## config.mk

```make
export PLATFORM = sky130hd
export DESIGN_NAME = aru_lane
export DESIGN_NICKNAME = d
export VERILOG_FILES = /design/src/hw/rtl/aru_pkg.sv /design/src/hw/rtl/aru_lane.sv
export SDC_FILE = /design/constraint.sdc
export NUM_CORES = 2
export LEC_CHECK = 0
export ABC_AREA = 1
export BUFFER_PORTS_ARGS = -buffer_cell sky130_fd_sc_hd__buf_2
export CORE_AREA = 2 2 340 375
export DETAILED_ROUTE_END_ITERATION = 10
export DIE_AREA = 0 0 342 377
export SYNTH_ARGS = -nofsm -noshare
export SYNTH_HDL_FRONTEND = slang
export SYNTH_SLANG_ARGS = --single-unit
```

## constraint.sdc

```tcl
create_clock -name vclk -period 13.8
set_clock_uncertainty 0.1 [all_clocks]
set_input_delay 2.76 -clock vclk [all_inputs]
set_output_delay 2.76 -clock vclk [all_outputs]
set_load 0.01 [all_outputs]
```

## src/hw/rtl/aru_pkg.sv

```systemverilog
`timescale 1ns / 1ps
// ----------------------------------------------------------------------------
// aru_pkg: shared types, codes and GF(2^8) helpers
// s-box tables, finite field helpers and the action codes of the round unit
// ----------------------------------------------------------------------------
package aru_pkg;

  localparam int NumLanes = 4;

  typedef enum logic [2:0] {
    ACT_ENC     = 3'd0,
    ACT_ENCLAST = 3'd1,
    ACT_DEC     = 3'd2,
    ACT_DECLAST = 3'd3,
    ACT_IMC     = 3'd4,
    ACT_KEYGEN  = 3'd5
  } action_t;

  // control handed from the top level to each column lane
  typedef struct packed {
    logic inverse;
    logic do_sub;
    logic do_mix;
    logic add_key;
  } lane_ctrl_t;

  function automatic logic [7:0] xt(input logic [7:0] v);
    xt = {v[6:0], 1'b0} ^ (v[7] ? 8'h1B : 8'h00);
  endfunction

  function automatic logic [7:0] gmul(input logic [7:0] a, input logic [7:0] b);
    logic [7:0] p;
    logic [7:0] x;
    p = 8'h00;
    x = a;
    for (int i = 0; i < 8; i++) begin
      if (b[i]) p = p ^ x;
      x = xt(x);
    end
    gmul = p;
  endfunction

  function automatic logic [7:0] ginv(input logic [7:0] x);
    logic [7:0] r;
    logic [7:0] b;
    r = 8'h01;
    b = x;
    for (int i = 0; i < 8; i++) begin
      if (i != 0) r = gmul(r, b);
      b = gmul(b, b);
    end
    ginv = r;
  endfunction

  function automatic logic [7:0] rl8(input logic [7:0] v, input int n);
    rl8 = (v << n) | (v >> (8 - n));
  endfunction

  function automatic logic [7:0] sbox_calc(input logic [7:0] x);
    logic [7:0] b;
    b = ginv(x);
    sbox_calc = b ^ rl8(b, 1) ^ rl8(b, 2) ^ rl8(b, 3) ^ rl8(b, 4) ^ 8'h63;
  endfunction

  function automatic logic [7:0] rsbox_calc(input logic [7:0] x);
    rsbox_calc = ginv(rl8(x, 1) ^ rl8(x, 3) ^ rl8(x, 6) ^ 8'h05);
  endfunction

  // constant tables, built at elaboration
  function automatic logic [255:0][7:0] build_sbox(input logic inverse);
    logic [255:0][7:0] t;
    for (int i = 0; i < 256; i++) begin
      t[i] = inverse ? rsbox_calc(8'(i)) : sbox_calc(8'(i));
    end
    build_sbox = t;
  endfunction

  localparam logic [255:0][7:0] SBOX  = build_sbox(1'b0);
  localparam logic [255:0][7:0] RSBOX = build_sbox(1'b1);

endpackage

```

## src/hw/rtl/aru_lane.sv

```systemverilog
`timescale 1ns / 1ps
// ----------------------------------------------------------------------------
// aru_lane: one column lane
// substitution, column mixing and key add for one 32-bit column
// ----------------------------------------------------------------------------
module aru_lane import aru_pkg::*; (
  input  lane_ctrl_t  ctrl,
  input  logic [31:0] col,
  input  logic [31:0] key,
  output logic [31:0] sub,
  output logic [31:0] res
);

  logic [7:0] s [4];
  logic [7:0] m [4];

  always_comb begin
    for (int r = 0; r < 4; r++) begin
      if (!ctrl.do_sub) s[r] = col[8*r +: 8];
      else if (ctrl.inverse) s[r] = RSBOX[col[8*r +: 8]];
      else s[r] = SBOX[col[8*r +: 8]];
    end
    for (int r = 0; r < 4; r++) begin
      if (ctrl.inverse) begin
        m[r] = gmul(8'd14, s[r]) ^ gmul(8'd11, s[(r+1)%4])
             ^ gmul(8'd13, s[(r+2)%4]) ^ gmul(8'd9, s[(r+3)%4]);
      end else begin
        m[r] = xt(s[r]) ^ xt(s[(r+1)%4]) ^ s[(r+1)%4] ^ s[(r+2)%4] ^ s[(r+3)%4];
      end
    end
    for (int r = 0; r < 4; r++) begin
      sub[8*r +: 8] = s[r];
      res[8*r +: 8] = (ctrl.do_mix ? m[r] : s[r]) ^ (ctrl.add_key ? key[8*r +: 8] : 8'h00);
    end
  end

endmodule

```

* Yosys cells after proc, flatten, opt, wreduce, memory -nomap -nowiden
Memory sizes are Yosys's and may differ from the RTL's.
Index checks and enable logic that the tools add are counted.
** Word-level totals
- Register bits after elaboration :: 0
- Latch bits :: 0
- RAM bits :: 0
- Memory bits (read-only) :: 16384
- Input bits :: 68
- Output and inout port bits :: 64
- Logic and storage cells :: 448
- Memories :: 8
** Memory list
- (name not given) :: depth 256, width 8, read ports 1, clocked after memory_dff 0, write ports 0, line aru_lane.sv:21 : else s[r] = SBOX[col[8*r +: 8]];
- (name not given) :: depth 256, width 8, read ports 1, clocked after memory_dff 0, write ports 0, line aru_lane.sv:20 : else if (ctrl.inverse) s[r] = RSBOX[col[8*r +: 8]];
- (name not given) :: depth 256, width 8, read ports 1, clocked after memory_dff 0, write ports 0, line aru_lane.sv:21
- (name not given) :: depth 256, width 8, read ports 1, clocked after memory_dff 0, write ports 0, line aru_lane.sv:20
- (name not given) :: depth 256, width 8, read ports 1, clocked after memory_dff 0, write ports 0, line aru_lane.sv:21
- (name not given) :: depth 256, width 8, read ports 1, clocked after memory_dff 0, write ports 0, line aru_lane.sv:20
- 2 more memories
** Operators by class
- Add/sub/neg operators :: 0
- $mul :: 0
- Divide/modulo/power cells :: 0
- $lt $le $gt $ge :: 4
- Eq/ne operators :: 0
- Shift-type cells :: 0
- Multiplexer cells :: 288
- Bitwise logic cells :: 148
- Reduce and logical (&&, ||, !) cells :: 0
** Operator list (number)
- $mux 8 :: 200
- $xor 8x8->8 :: 32
- $mux 7 :: 32
- $not 3->3 :: 48
- $mux 6 :: 20
- $not 5->5 :: 24
- $mux 5 :: 20
- $not 6->6 :: 16
- $mux 4 :: 16
- $not 2->2 :: 20
- $lt 8x9->1 const B :: 4
- $xor 8x5->8 :: 4
- $not 7->7 :: 4

* Depth between registers and ports, before layout
- Depth after elaboration :: 33
- Depth in mapped cells :: 34
- Mapped depth without buffers :: 33

* Worst setup path before layout
No wires, ideal clock.
- Path type :: input port to output port
- Start :: in col[8]
- End :: out res[1]
- Arrival :: 5.709 ns
- Data required time :: 10.940 ns
- Path slack :: 5.231 ns
- Cell stages on the path :: 27
- Path buffers :: 2
- Cells stage by stage :: buf_2 inv_1 ha_1 buf_2 inv_1 ha_1 nand2_1 nand3_1 a31oi_1 o21ai_0 nand3_1 nand3_1 nand3_1 nand3_1 nand2_2 nand2_1 nand2_2 inv_1 nand2_1 nand2_1 xnor2_1 inv_1 nand2_1 nand3_1 nand2_1 nand3b_1 nand2_1
** Between the ends
- Cells in the longest elaborated chain, start to end :: 30
** Ends and longest elaborated chain
- from (decl) :: line aru_lane.sv:8 : input logic [31:0] col,
- $mem_v2 256x8 (on tied branches)
- $mux 8 (on tied branches) :: line aru_lane.sv:21, aru_lane.sv:20
- $mux 8 :: line aru_lane.sv:20
- $mux 8 * :: line aru_lane.sv:19 : if (!ctrl.do_sub) s[r] = col[8*r +: 8];
- $mux 4 :: line aru_pkg.sv:37 : if (b[i]) p = p ^ x;
- $mux 8 :: line aru_lane.sv:24 : if (ctrl.inverse) begin
- $not 3->3 (no line)
- $mux 5 :: line aru_pkg.sv:37
- [... 13 more ...]
- $not 7->7 (no line)
- $mux 8 :: line aru_pkg.sv:37
- $mux 8 :: line aru_lane.sv:24
- $xor 8x8->8 :: line aru_lane.sv:25 : m[r] = gmul(8'd14, s[r]) ^ gmul(8'd11, s[(r+1)%4])
- $xor 8x8->8 (2 in series) :: line aru_lane.sv:26 : ^ gmul(8'd13, s[(r+2)%4]) ^ gmul(8'd9, s[(r+3)%4]);
- $mux 8 * :: line aru_lane.sv:24
- $mux 8 * :: line aru_lane.sv:33 : res[8*r +: 8] = (ctrl.do_mix ? m[r] : s[r]) ^ (ctrl.add_key ? key[8*r +: 8] : 8'h00);
- $xor 8x8->8 * :: line aru_lane.sv:33
- to (decl) :: line aru_lane.sv:11 : output logic [31:0] res
Every way passes the cells marked *; elsewhere a longest branch is shown, timed or not. The select of a mux whose other input is x is not followed.

* Worst setup path in the final report
- Start :: in col[17]
- End :: out res[17]
** Between the ends
- Cells in the longest elaborated chain, start to end :: 27
** Ends and longest elaborated chain (line)
- $mem_v2 256x8 (on tied branches)
- $mux 8 (on tied branches) :: aru_lane.sv:21, aru_lane.sv:20
- $mux 8 :: aru_lane.sv:20
- $mux 8 * :: aru_lane.sv:19
- $mux 4 :: aru_pkg.sv:37
- $mux 8 :: aru_lane.sv:24
- $mux 5 :: aru_pkg.sv:37
- $mux 8 :: aru_lane.sv:24
- [... 10 more ...]
- $mux 8 :: aru_lane.sv:24
- $mux 7 :: aru_pkg.sv:37
- $mux 8 :: aru_lane.sv:24
- $xor 8x8->8 :: aru_lane.sv:25
- $xor 8x8->8 (2 in series) :: aru_lane.sv:26
- $mux 8 :: aru_lane.sv:24
- $mux 8 * :: aru_lane.sv:33
- $xor 8x8->8 * :: aru_lane.sv:33
Marked as above.

==> metrics <==
Seq/Total Area, Yosys 0; WL final 255000 um; clkbuf count 0; largest net degree at the start of global routing 75; Post-Syn Instances 6000; GP Congestion 1.09; largest cells by area after synthesis nand2_1, nand3_1, o21ai_0, inv_1, nor2_1; top cells by count, synth nand2_1, nand3_1, inv_1; layout cell share with drive strength beyond 1 0.0746; GRT Total Usage 0.378; Initial DRC Count 7630; Placeable Area 125000 um2; most frequent cell on the critical path nand2_1; Ports 132; Final Setup Violations 0; warnings from Yosys 0; Setup crit end kind output pin; highest clock rate 0.0820 GHz; Fin. Hold Viols 0; drt via density 6.10; Max Cap Viol 0; Die Y 377 um; Cell variety after synth 52; Post-CTS Resized 0; first-pass GRT wire length 349000 um; syn nets 6153; worst path arrival time 9.34 ns; Tightest Hold Check Type primary input to output pin; launch point of the worst path col[17]; die area 129000 um2; type of origin of the critical path primary input; Tcrit/Tclk final 0.884; Syn-to-layout area delta 5.62%; Final Max Slew Viols 0; Reg area 0 um2; largest area contributor in the netlist nand2_1; FF+latch count 0; CP endpoint res[17]; initial core utilization 0.229; max_slew headroom 0.312; nets 6026; Post-CTS Hold Buffers 0; Final ANT Viol Nets 0; vias 45927; Synth Cell Area 28600 um2; post-DR wirelength/cell 33.9 um; final core occ 0.242; Placed Cells 7527; grt ovf 0; RSZ-0062 raised after global routing false; CP required 10.94 ns; critical path class primary input to output pin; Setup Buffers After CTS 0; Syn Area/Cell roughly 4.8 um2; critical path peak fanout 15; Worst-Margin Slew about 1.0 ns; crit path max-delay cell type nand2_1; most frequent cell after synthesis nand2_1; Row Count roughly 140; final worst slack 1.60 ns; pre-CTS setup slack 1.98 ns; Port-buffer cells 132; worst stage delay on the critical path 0.80 ns; initial antenna violation count 6; post-route insts no fill 7529; Post-DP HPWL 189000 um; die width 342 um; vias in the first global route 42701; post-synth top area share 0.314; post-route minimum period 12.20 ns; residual DRC count 0; status completed; drt pass-1 iters 7; final setup TNS 0 ns
## cells in the final DEF, fill, tap and decap left out, types with 20 or more instances in the layout
cell type,instances
xor2_1,107
nand3_1,1426
inv_1,333
a31oi_1,20
ha_1,85
nand4_1,28
a21oi_1,191
nor2_2,26
o211ai_1,130
xnor2_1,42
nor2_1,288
inv_2,41
buf_2,126
buf_4,112
o21ai_1,31
nand3b_1,23
nand2_1,2394
nand2_2,78
o21ai_0,281
## layer usage
layer,share of wire,track usage,up-vias
li1,-,-,19531
met1,0.37,0.455,21746
met2,0.43,0.586,3621
met3,0.11,0.0866,1023
met4,0.092,0.281,6
met5,0.00016,0.000379,-
## cells by family after synthesis
kind of cell,count (synthesis),synth area share
compound gates,687,0.135
xor+xnor,168,0.0576
fa+ha+maj,85,0.0372
buf+inv,757,0.122
simple gates,4303,0.647
## worst min path at each step
| stage | startpoint | endpoint | slack, ns | depth (start not counted) |
|---|---|---|---|---|
| after floorplan | ctrl[0] | res[1] | 5.59 | 3 |
| after global placement | key[16] | res[16] | 5.78 | 5 |
| after detailed placement | key[1] | res[1] | 5.78 | 5 |
| after CTS | key[25] | res[25] | 5.78 | 5 |
| after global routing | key[16] | res[16] | 5.81 | 5 |
| final | key[1] | res[1] | 5.78 | 5 |
## final cells by class
cell class / instances / area [um2]
Fill cell: 15279 / 94700
Multi-Input combinational cell: 5243 / 25100
Inverter: 385 / 1460
Timing Repair Buffer: 243 / 1570
Tap cell: 1656 / 2070
Antenna cell: 2 / 5.00
## worst max-delay path, delay by kind of cell
| family | cells | cell delay, ns |
|---|---|---|
| adder cells (fa/ha/maj) | 1 | 0.57 |
| AO/OA/AOI/OAI | 2 | 0.32 |
| AND/OR/NAND/NOR | 20 | 4.11 |
| buffers and inverters | 6 | 1.53 |
## per-stage QoR
step	area, um2	hold WS [ns]
final	30200	5.78
after global routing	30200	5.81
after CTS	30200	5.78
after detailed placement	30200	5.78
after global placement	30200	5.78
after floorplan	28600	5.59
