File: config.mk
export PLATFORM = sky130hd
export DESIGN_NAME = aru_merge
export DESIGN_NICKNAME = d
export VERILOG_FILES = /design/src/hw/rtl/aru_pkg.sv /design/src/hw/rtl/aru_merge.sv
export SDC_FILE = /design/constraint.sdc
export NUM_CORES = 1
export LEC_CHECK = 0
export BUFFER_PORTS_ARGS = -buffer_cell sky130_fd_sc_hd__buf_2
export CAP_MARGIN = 20
export CORE_AREA = 3 3 154 156
export DETAILED_ROUTE_END_ITERATION = 16
export DIE_AREA = 0 0 157 159
export SLEW_MARGIN = 20
export SYNTH_ARGS = -nofsm -noshare
export SYNTH_HDL_FRONTEND = slang
export SYNTH_SLANG_ARGS = --single-unit
File: constraint.sdc
create_clock -name vclk -period 1.1
set_input_delay 0 -clock vclk [all_inputs]
set_output_delay 0 -clock vclk [all_outputs]
set_load 0.01 [all_outputs]
File: src/hw/rtl/aru_pkg.sv
`timescale 1ns / 1ps
// ----------------------------------------------------------------------------
// aru_pkg: shared types, codes and GF(2^8) helpers
// s-box tables, finite field helpers and the action codes of the round unit
// ----------------------------------------------------------------------------
package aru_pkg;

  localparam int NumLanes = 4;

  typedef enum logic [2:0] {
    ACT_ENC     = 3'd0,
    ACT_ENCLAST = 3'd1,
    ACT_DEC     = 3'd2,
    ACT_DECLAST = 3'd3,
    ACT_IMC     = 3'd4,
    ACT_KEYGEN  = 3'd5
  } action_t;

  // control handed from the top level to each column lane
  typedef struct packed {
    logic inverse;
    logic do_sub;
    logic do_mix;
    logic add_key;
  } lane_ctrl_t;

  function automatic logic [7:0] xt(input logic [7:0] v);
    xt = {v[6:0], 1'b0} ^ (v[7] ? 8'h1B : 8'h00);
  endfunction

  function automatic logic [7:0] gmul(input logic [7:0] a, input logic [7:0] b);
    logic [7:0] p;
    logic [7:0] x;
    p = 8'h00;
    x = a;
    for (int i = 0; i < 8; i++) begin
      if (b[i]) p = p ^ x;
      x = xt(x);
    end
    gmul = p;
  endfunction

  function automatic logic [7:0] ginv(input logic [7:0] x);
    logic [7:0] r;
    logic [7:0] b;
    r = 8'h01;
    b = x;
    for (int i = 0; i < 8; i++) begin
      if (i != 0) r = gmul(r, b);
      b = gmul(b, b);
    end
    ginv = r;
  endfunction

  function automatic logic [7:0] rl8(input logic [7:0] v, input int n);
    rl8 = (v << n) | (v >> (8 - n));
  endfunction

  function automatic logic [7:0] sbox_calc(input logic [7:0] x);
    logic [7:0] b;
    b = ginv(x);
    sbox_calc = b ^ rl8(b, 1) ^ rl8(b, 2) ^ rl8(b, 3) ^ rl8(b, 4) ^ 8'h63;
  endfunction

  function automatic logic [7:0] rsbox_calc(input logic [7:0] x);
    rsbox_calc = ginv(rl8(x, 1) ^ rl8(x, 3) ^ rl8(x, 6) ^ 8'h05);
  endfunction

  // constant tables, built at elaboration
  function automatic logic [255:0][7:0] build_sbox(input logic inverse);
    logic [255:0][7:0] t;
    for (int i = 0; i < 256; i++) begin
      t[i] = inverse ? rsbox_calc(8'(i)) : sbox_calc(8'(i));
    end
    build_sbox = t;
  endfunction

  localparam logic [255:0][7:0] SBOX  = build_sbox(1'b0);
  localparam logic [255:0][7:0] RSBOX = build_sbox(1'b1);

endpackage

File: src/hw/rtl/aru_merge.sv
`timescale 1ns / 1ps
// ----------------------------------------------------------------------------
// aru_merge: result merge
// combines lane outputs into the 128-bit result per action
// ----------------------------------------------------------------------------
module aru_merge import aru_pkg::*; (
  input  logic [2:0]   action,
  input  logic [7:0]   round_const,
  input  logic [127:0] lane_res,
  input  logic [127:0] lane_sub,
  output logic [127:0] result
);

  logic [31:0] q1;
  logic [31:0] q3;

  assign q1 = lane_sub[63:32];
  assign q3 = lane_sub[127:96];

  always_comb begin
    unique case (action)
      ACT_ENC, ACT_ENCLAST, ACT_DEC, ACT_DECLAST, ACT_IMC: result = lane_res;
      // subword, then subword rotated right by one byte with rcon in low byte
      ACT_KEYGEN: result = {{q3[7:0], q3[31:8]} ^ {24'h0, round_const}, q3,
                            {q1[7:0], q1[31:8]} ^ {24'h0, round_const}, q1};
      default: result = '0;
    endcase
  end

endmodule

After elaboration in Yosys (flattened, before gate mapping). Index checks and enable logic that the tools add are counted.

Bits in registers: 0. Input bits: 267. Output and inout bits: 128. Word-level logic and storage cells: 10.

Equal/unequal tests: 5. Muxes and demuxes: 1. Bitwise operators: 2. Reduce and logical (&&, ||, !) cells: 2.

Operator list (number): 128-bit one-hot mux with 2 select lines (1); 32-bit by 8-bit XOR with 32-bit output (2); 3-bit by 2-bit == test with 1-bit output (second input constant) (2); 3-bit == test (second input constant) (2); 5-bit OR reduction (1); 3-bit by 1-bit == test with 1-bit output (second input constant) (1); 3-bit zero test (1).

Longest topological paths before layout. Gate-level depths: netlist (run 1).

Depth after elaboration: 3. Depth in mapped cells: 5. Gate-level depth less buffers: 2.

Worst setup path before layout (run 1). OpenSTA, ideal clock, no wires.

Path kind: input to output. From: input port action[1]. To: output port result[104]. Arrival: 852 ps. Data required time: 1100 ps. Slack: 248 ps. Stages on the path: 5. Path buffers: 3. Cell sequence: or2_1 clkbuf_1 buf_6 buf_6 o211ai_1.

Word-level cells in the longest chain between the ends: 3. Elaborated cells on any way between the ends: 8. Those cells by class: eq/ne (5); mux (1); reduce/logical (2).

Ends and longest elaborated chain: start, declared (RTL line aru_merge.sv:7) `input logic [2:0] action,`; 3-bit by 1-bit == test with 1-bit output, or another cell as far along (RTL line aru_merge.sv:21) `unique case (action)`; 5-bit OR reduction (RTL line aru_merge.sv:21); 128-bit one-hot mux with 2 select lines * (RTL line aru_merge.sv:21); end, declared (RTL line aru_merge.sv:11) `output logic [127:0] result`.

Every way passes the cells marked *; elsewhere a longest branch is shown, timed or not.

Final worst setup path (run 1).
From: input port action[1]. To: output port result[127].

The elaborated chain is that of the path after synthesis.

==> flow_metrics.py, run 1 <==
metrics = {
    "run_status": {
        "status": "finished, violations left",
        "violations": "negative setup slack",
    },
    "pwr": {
        "power_density_mw_per_mm2": 416,
        "clockPowerShare_pct": 0,
        "p_int_mw": 1.16,
        "irDropWorstVdd_v": 0.000305,
        "switching_share_pct": 50.7,
        "power_frac_seq_pct": 0,
        "p_leak_nw": 2.98,
        "power.switching_mw": 1.19,
        "combPwrFrac_pct": 100.0,
    },
    "worst_setup_path": {
        "cp_max_fo": 6,
        "critPathTopFamily": "buffers and inverters",
        "crit_arrival_ns": 1.19,
        "crit_required_ns": 1.10,
        "crit_slowest_cell": "or2_4",
        "worst-setup-path-type": "input port to output pin",
        "path_cells": "buf_8 > buf_6 > or2_4 > buf_12 > buf_16 > o211ai_1 > buf_2",
        "endpoint_kind": "output pin",
        "crit_buf_inv": 5,
        "max_stage_delay_ns": 0.29,
        "start_kind": "input port",
    },
    "yosys": {
        "synth_top_area_share_pct": 22.0,
        "netlist.top_cell.by_area": "o211ai_1",
        "synth_compound_area_share_pct": 32.1,
        "yosys.area_share.simple_pct": 41.2,
        "syn_inst": 502,
        "netlist_area_sq_mm": 0.00321,
        "synth_mux_area_share_pct": 0,
        "yosys_warnings": 0,
        "synth_xor_area_share_pct": 4.37,
        "synth.area.top_cells": "o211ai_1 (22%), nand2b_1 (22%), inv_1 (13%)",
        "synth_cell_type_count": 17,
        "synth_common_cells": "inv_1 (112), nand2b_1 (112), o211ai_1 (94)",
        "synth_top_family_by_area": "simple AND/OR/NAND/NOR gates",
        "syn-num-nets": 769,
        "syn_area_per_cell_sq_um": 6.39,
        "synth_fa_ha_area_share_pct": 0,
        "yosysSeqAreaShare_pct": 0,
    },
    "placement": {
        "gp_congestion": 0.852,
        "io_buffers": 331,
        "hpwl_microns": 12700,
    },
    "sta": {
        "finalHoldViolCount": 0,
        "hold_ws_ns": 0.320,
        "rsz0062_at_grt": "true",
        "setup_ws_ns": -0.0945,
        "fin_setup_tns_ns": -5.56,
        "fin_crit_sh_pct": 109,
        "maxSlewViolCount": 0,
        "worst_pin_slew_ns": 0.727,
        "period_minus_slack_ns": 1.19,
        "setup_violations": 122,
        "max_slew_margin_pct": 51.5,
        "max_freq_mhz": 837,
    },
    "global_routing": {
        "grt_max_degree": 57,
        "grt_overflow": 0,
        "track_usage_pct": 11.2,
        "grt_pass1_vias": 4621,
        "antenna_found_initial": 0,
        "grt_pass1_wl_microns": 23300,
    },
    "drt": {
        "drc": 0,
        "via_count": 4866,
        "drt-initial-drc-count": 245,
        "drt-pass1-iter-count": 5,
        "routedWlPerCell_microns": 14.6,
        "vias_per_cell": 4.38,
        "drtAntennaViolNets": 0,
        "finalWirelength_microns": 16200,
    },
    "floorplanning": {
        "dieArea_sq_mm": 0.0250,
        "io_pins": 395,
        "core_sq_mm": 0.0225,
        "die_w_microns": 157,
        "start_util_pct": 14.3,
        "die_h_microns": 159,
        "fp-row-count": 55,
    },
    "worst_hold_path": {
        "hold_start": "lane_res[14]",
        "hold_depth": 4,
        "hp-class": "input port to output pin",
        "hold_end": "result[14]",
    },
    "finish": {
        "seq_area_sq_um": 0,
        "multi_input_area_sq_mm": 0.00258,
        "design.seq.count": 0,
        "antenna-diode-count": 0,
        "drive_gt1_share_pct": 47.4,
        "syn_to_final_growth_pct": 76.4,
        "fin_util_pct": 25.1,
        "nClkBuffers": 0,
        "nets": 1096,
        "fillers": 2480,
    },
    "clock_network": {
        "ctsHoldBuffers": 0,
    },
    "job": {
        "maxCapViolCount": 0,
    },
}
-- what timing repair did --
item                       4_1_cts  5_1_grt
buffers inserted                 5        1
pin swaps                       10       14
gates cloned                     5        3
setup endpoints to repair      124      127
gates resized for setup         26       15
-- cell type report --
cell class,count,share of cell area [%]
multi-input combinational,339,45.6
tap,285,6.30
timing repair buffer,376,40.7
inverter,112,7.43
-- layer usage --
metal,GRT usage [%],up-vias,part of all wire [%]
met4,1.67,0,1.5
met5,0,-,0
met2,20.9,235,48
met3,1.36,12,7.3
met1,13.9,2206,43
li1,-,2413,-
-- worst max path at each step --
stage | cells after the start | from | endpoint | slack, ns
2_1_floorplan | 5 | action[1] | result[104] | 0.25
3_3_place_gp | 4 | action[0] | result[32] | -0.30
3_5_place_dp | 4 | action[0] | result[98] | -0.39
4_1_cts | 7 | action[0] | result[11] | -0.12
5_1_grt | 7 | action[1] | result[87] | -0.15
6_report | 7 | action[1] | result[127] | -0.09
-- power by group through the flow --
stage | clock (mW) | sequential [mW] | combinational [mW]
after global routing | 0 | 0 | 2.57
after floorplan | 0 | 0 | 1.10
after global placement | 0 | 0 | 2.14
final | 0 | 0 | 2.35
after CTS | 0 | 0 | 2.32
after detailed placement | 0 | 0 | 2.17
-- metrics by stage --
| step | std cells | total power [mW] | setup slack [ns] | area, sq um |
|---|---|---|---|---|
| floorplan | 502 | 1.10 | 0.248 | 3210 |
| global placement | 1098 | 2.14 | -0.299 | 5240 |
| detailed placement | 1098 | 2.17 | -0.387 | 5240 |
| CTS | 1108 | 2.32 | -0.118 | 5520 |
| global route | 1112 | 2.57 | -0.150 | 5660 |
| finish | 1112 | 2.35 | -0.0945 | 5660 |
-- cell usage in the layout (no fill, tap or decap), types with 3 or more instances in the layout --
cell	netlist	routed
nand4b_1	48	48
nor2b_1	16	16
o221ai_2	0	10
a221o_1	16	16
buf_2	14	327
o221ai_1	16	5
buf_12	0	6
clkbuf_16	0	3
buf_6	10	11
inv_1	112	112
buf_16	0	5
nand2b_1	112	112
nand3_1	16	16
buf_4	3	20
buf_8	0	4
o211ai_1	94	94
xor2_1	16	16
-- kinds of logic after synthesis --
kind of cell / Yosys count
XOR/XNOR: 16
buffers and inverters: 163
AO/OA/AOI/OAI: 128
AND/OR/NAND/NOR: 195
No activity file was read; power rests on OpenSTA's default activity.
==> run 2, diff against run 1 <==
--- a/config.mk
+++ b/config.mk
@@ -6,7 +6,6 @@
 export NUM_CORES = 1
 export LEC_CHECK = 0
 export BUFFER_PORTS_ARGS = -buffer_cell sky130_fd_sc_hd__buf_2
-export CAP_MARGIN = 20
 export CORE_AREA = 3 3 154 156
 export DETAILED_ROUTE_END_ITERATION = 16
 export DIE_AREA = 0 0 157 159
@@ -14,3 +13,4 @@
 export SYNTH_ARGS = -nofsm -noshare
 export SYNTH_HDL_FRONTEND = slang
 export SYNTH_SLANG_ARGS = --single-unit
+export TNS_END_PERCENT = 10
==> run 2 against run 1 <==
The run still ends with negative setup slack left. Wire length fell by 2.0%. Final area decreased by 1.7%. Worst setup slack gained 0.0026 ns. Global-route usage is essentially flat. Non-clock buffer count fell by 3. Utilization fell by 0.43 points. First-iteration DRC count grew 1.2%. Highest routed layer unchanged.
==> flow_metrics.py, run 2 (synthesized netlist as in run 1, its figures left out) <==
metrics = {
    "drt": {
        "routedWlPerCell_microns": 14.3,
        "via_count": 4836,
        "drtAntennaViolNets": 0,
        "drt-initial-drc-count": 248,
        "finalWirelength_microns": 15900,
        "vias_per_cell": 4.36,
        "drt-pass1-iter-count": 4,
        "drc": 0,
    },
    "finish": {
        "syn_to_final_growth_pct": 73.4,
        "final_common_cell": "buf_2",
        "nets": 1093,
        "finalInstanceArea_sq_mm": 0.00556,
        "fin_util_pct": 24.7,
        "design.seq.count": 0,
        "drive_gt1_share_pct": 47.2,
        "seq_area_sq_um": 0,
        "antenna-diode-count": 0,
        "layout_common_cells": "buf_2 (328), inv_1 (112), nand2b_1 (112)",
        "nClkBuffers": 0,
    },
    "worst_setup_path": {
        "path_cells": "buf_8 > buf_6 > or2_4 > buf_12 > buf_12 > o211ai_1 > buf_2",
        "critPathTopFamily": "buffers and inverters",
        "worst-setup-path-type": "input port to output pin",
        "crit_slowest_cell": "or2_4",
        "crit_buf_inv": 5,
        "crit_arrival_ns": 1.19,
        "endpoint_kind": "output pin",
        "cp_max_fo": 23,
        "crit_required_ns": 1.10,
        "start_kind": "input port",
        "max_stage_delay_ns": 0.29,
        "timing.critical_path.mode_cell": "buf_12",
    },
    "sta": {
        "setup_ws_ns": -0.0919,
        "hold_ws_ns": 0.321,
        "rsz0062_at_grt": "true",
        "finalHoldViolCount": 0,
        "maxSlewViolCount": 0,
        "fin_crit_sh_pct": 108,
        "setup_violations": 122,
        "max_freq_mhz": 839,
        "fin_setup_tns_ns": -5.31,
        "period_minus_slack_ns": 1.19,
        "worst_pin_slew_ns": 0.735,
        "max_slew_margin_pct": 50.9,
    },
    "floorplanning": {
        "die_w_microns": 157,
        "dieArea_sq_mm": 0.0250,
        "die_h_microns": 159,
        "fp-row-count": 55,
        "core_sq_mm": 0.0225,
        "start_util_pct": 14.3,
        "io_pins": 395,
    },
    "global_routing": {
        "grt_max_degree": 57,
        "track_usage_pct": 11.2,
        "grt_overflow": 0,
        "grt_pass1_vias": 4620,
        "grt_pass1_wl_microns": 23200,
        "antenna_found_initial": 0,
    },
    "run_status": {
        "violations": "negative setup slack",
        "status": "finished, violations left",
    },
    "job": {
        "maxCapViolCount": 0,
    },
    "pwr": {
        "power_density_mw_per_mm2": 414,
        "combPwrFrac_pct": 100.0,
        "power_frac_seq_pct": 0,
        "p_int_mw": 1.13,
        "power.switching_mw": 1.18,
        "clockPowerShare_pct": 0,
        "switching_share_pct": 51.0,
        "p_leak_nw": 2.93,
        "power.total_mw": 2.30,
        "irDropWorstVdd_v": 0.000318,
    },
    "placement": {
        "io_buffers": 331,
        "place_area_sq_mm": 0.00524,
        "hpwl_microns": 12700,
        "gp_congestion": 0.852,
    },
    "clock_network": {
        "ctsHoldBuffers": 0,
    },
    "worst_hold_path": {
        "hp-class": "input port to output pin",
    },
}
## run 2: layer usage
metal  vias to the layer above  wire length, microns  GRT usage, %
li1                       2410                     -             -
met1                      2179                  6740          13.9
met2                       235                  7740          20.9
met3                        12                  1170          1.36
met4                         0                   242          1.67
met5                         -                     0             0
## run 2: worst paths after layout
kind	startpoint	end	slack [ns]	depth (start not counted)
worst min-delay path	lane_res[79]	result[79]	0.32	4
worst max-delay path	action[1]	result[4]	-0.09	7
## run 2: repair_timing
| action | 4_1_cts | 5_1_grt |
|---|---|---|
| pin swaps | 8 | 8 |
| gates cloned | 5 | 0 |
| setup buffers | 5 | 1 |
| setup endpoints to repair | 124 | 127 |
| gates resized for setup | 23 | 11 |
## run 2: per-stage QoR
step	instances	worst slack (ns)
final	1109	-0.0919
after global routing	1109	-0.150
after CTS	1108	-0.118
after detailed placement	1098	-0.387
after global placement	1098	-0.299
after floorplan	502	0.248
## run 2: cell type report
| class | instances | area [sq um] |
|---|---|---|
| inverters | 112 | 420 |
| fillers | 2486 | 16900 |
| repair buffers | 373 | 2220 |
| multi-input cells | 339 | 2570 |
| well taps | 285 | 357 |
## run 2: power by group through the flow
stage | clock network (mW) | registers, mW | logic (mW)
after detailed placement | 0 | 0 | 2.17
after CTS | 0 | 0 | 2.31
after global routing | 0 | 0 | 2.52
after floorplan | 0 | 0 | 1.10
final | 0 | 0 | 2.30
after global placement | 0 | 0 | 2.14
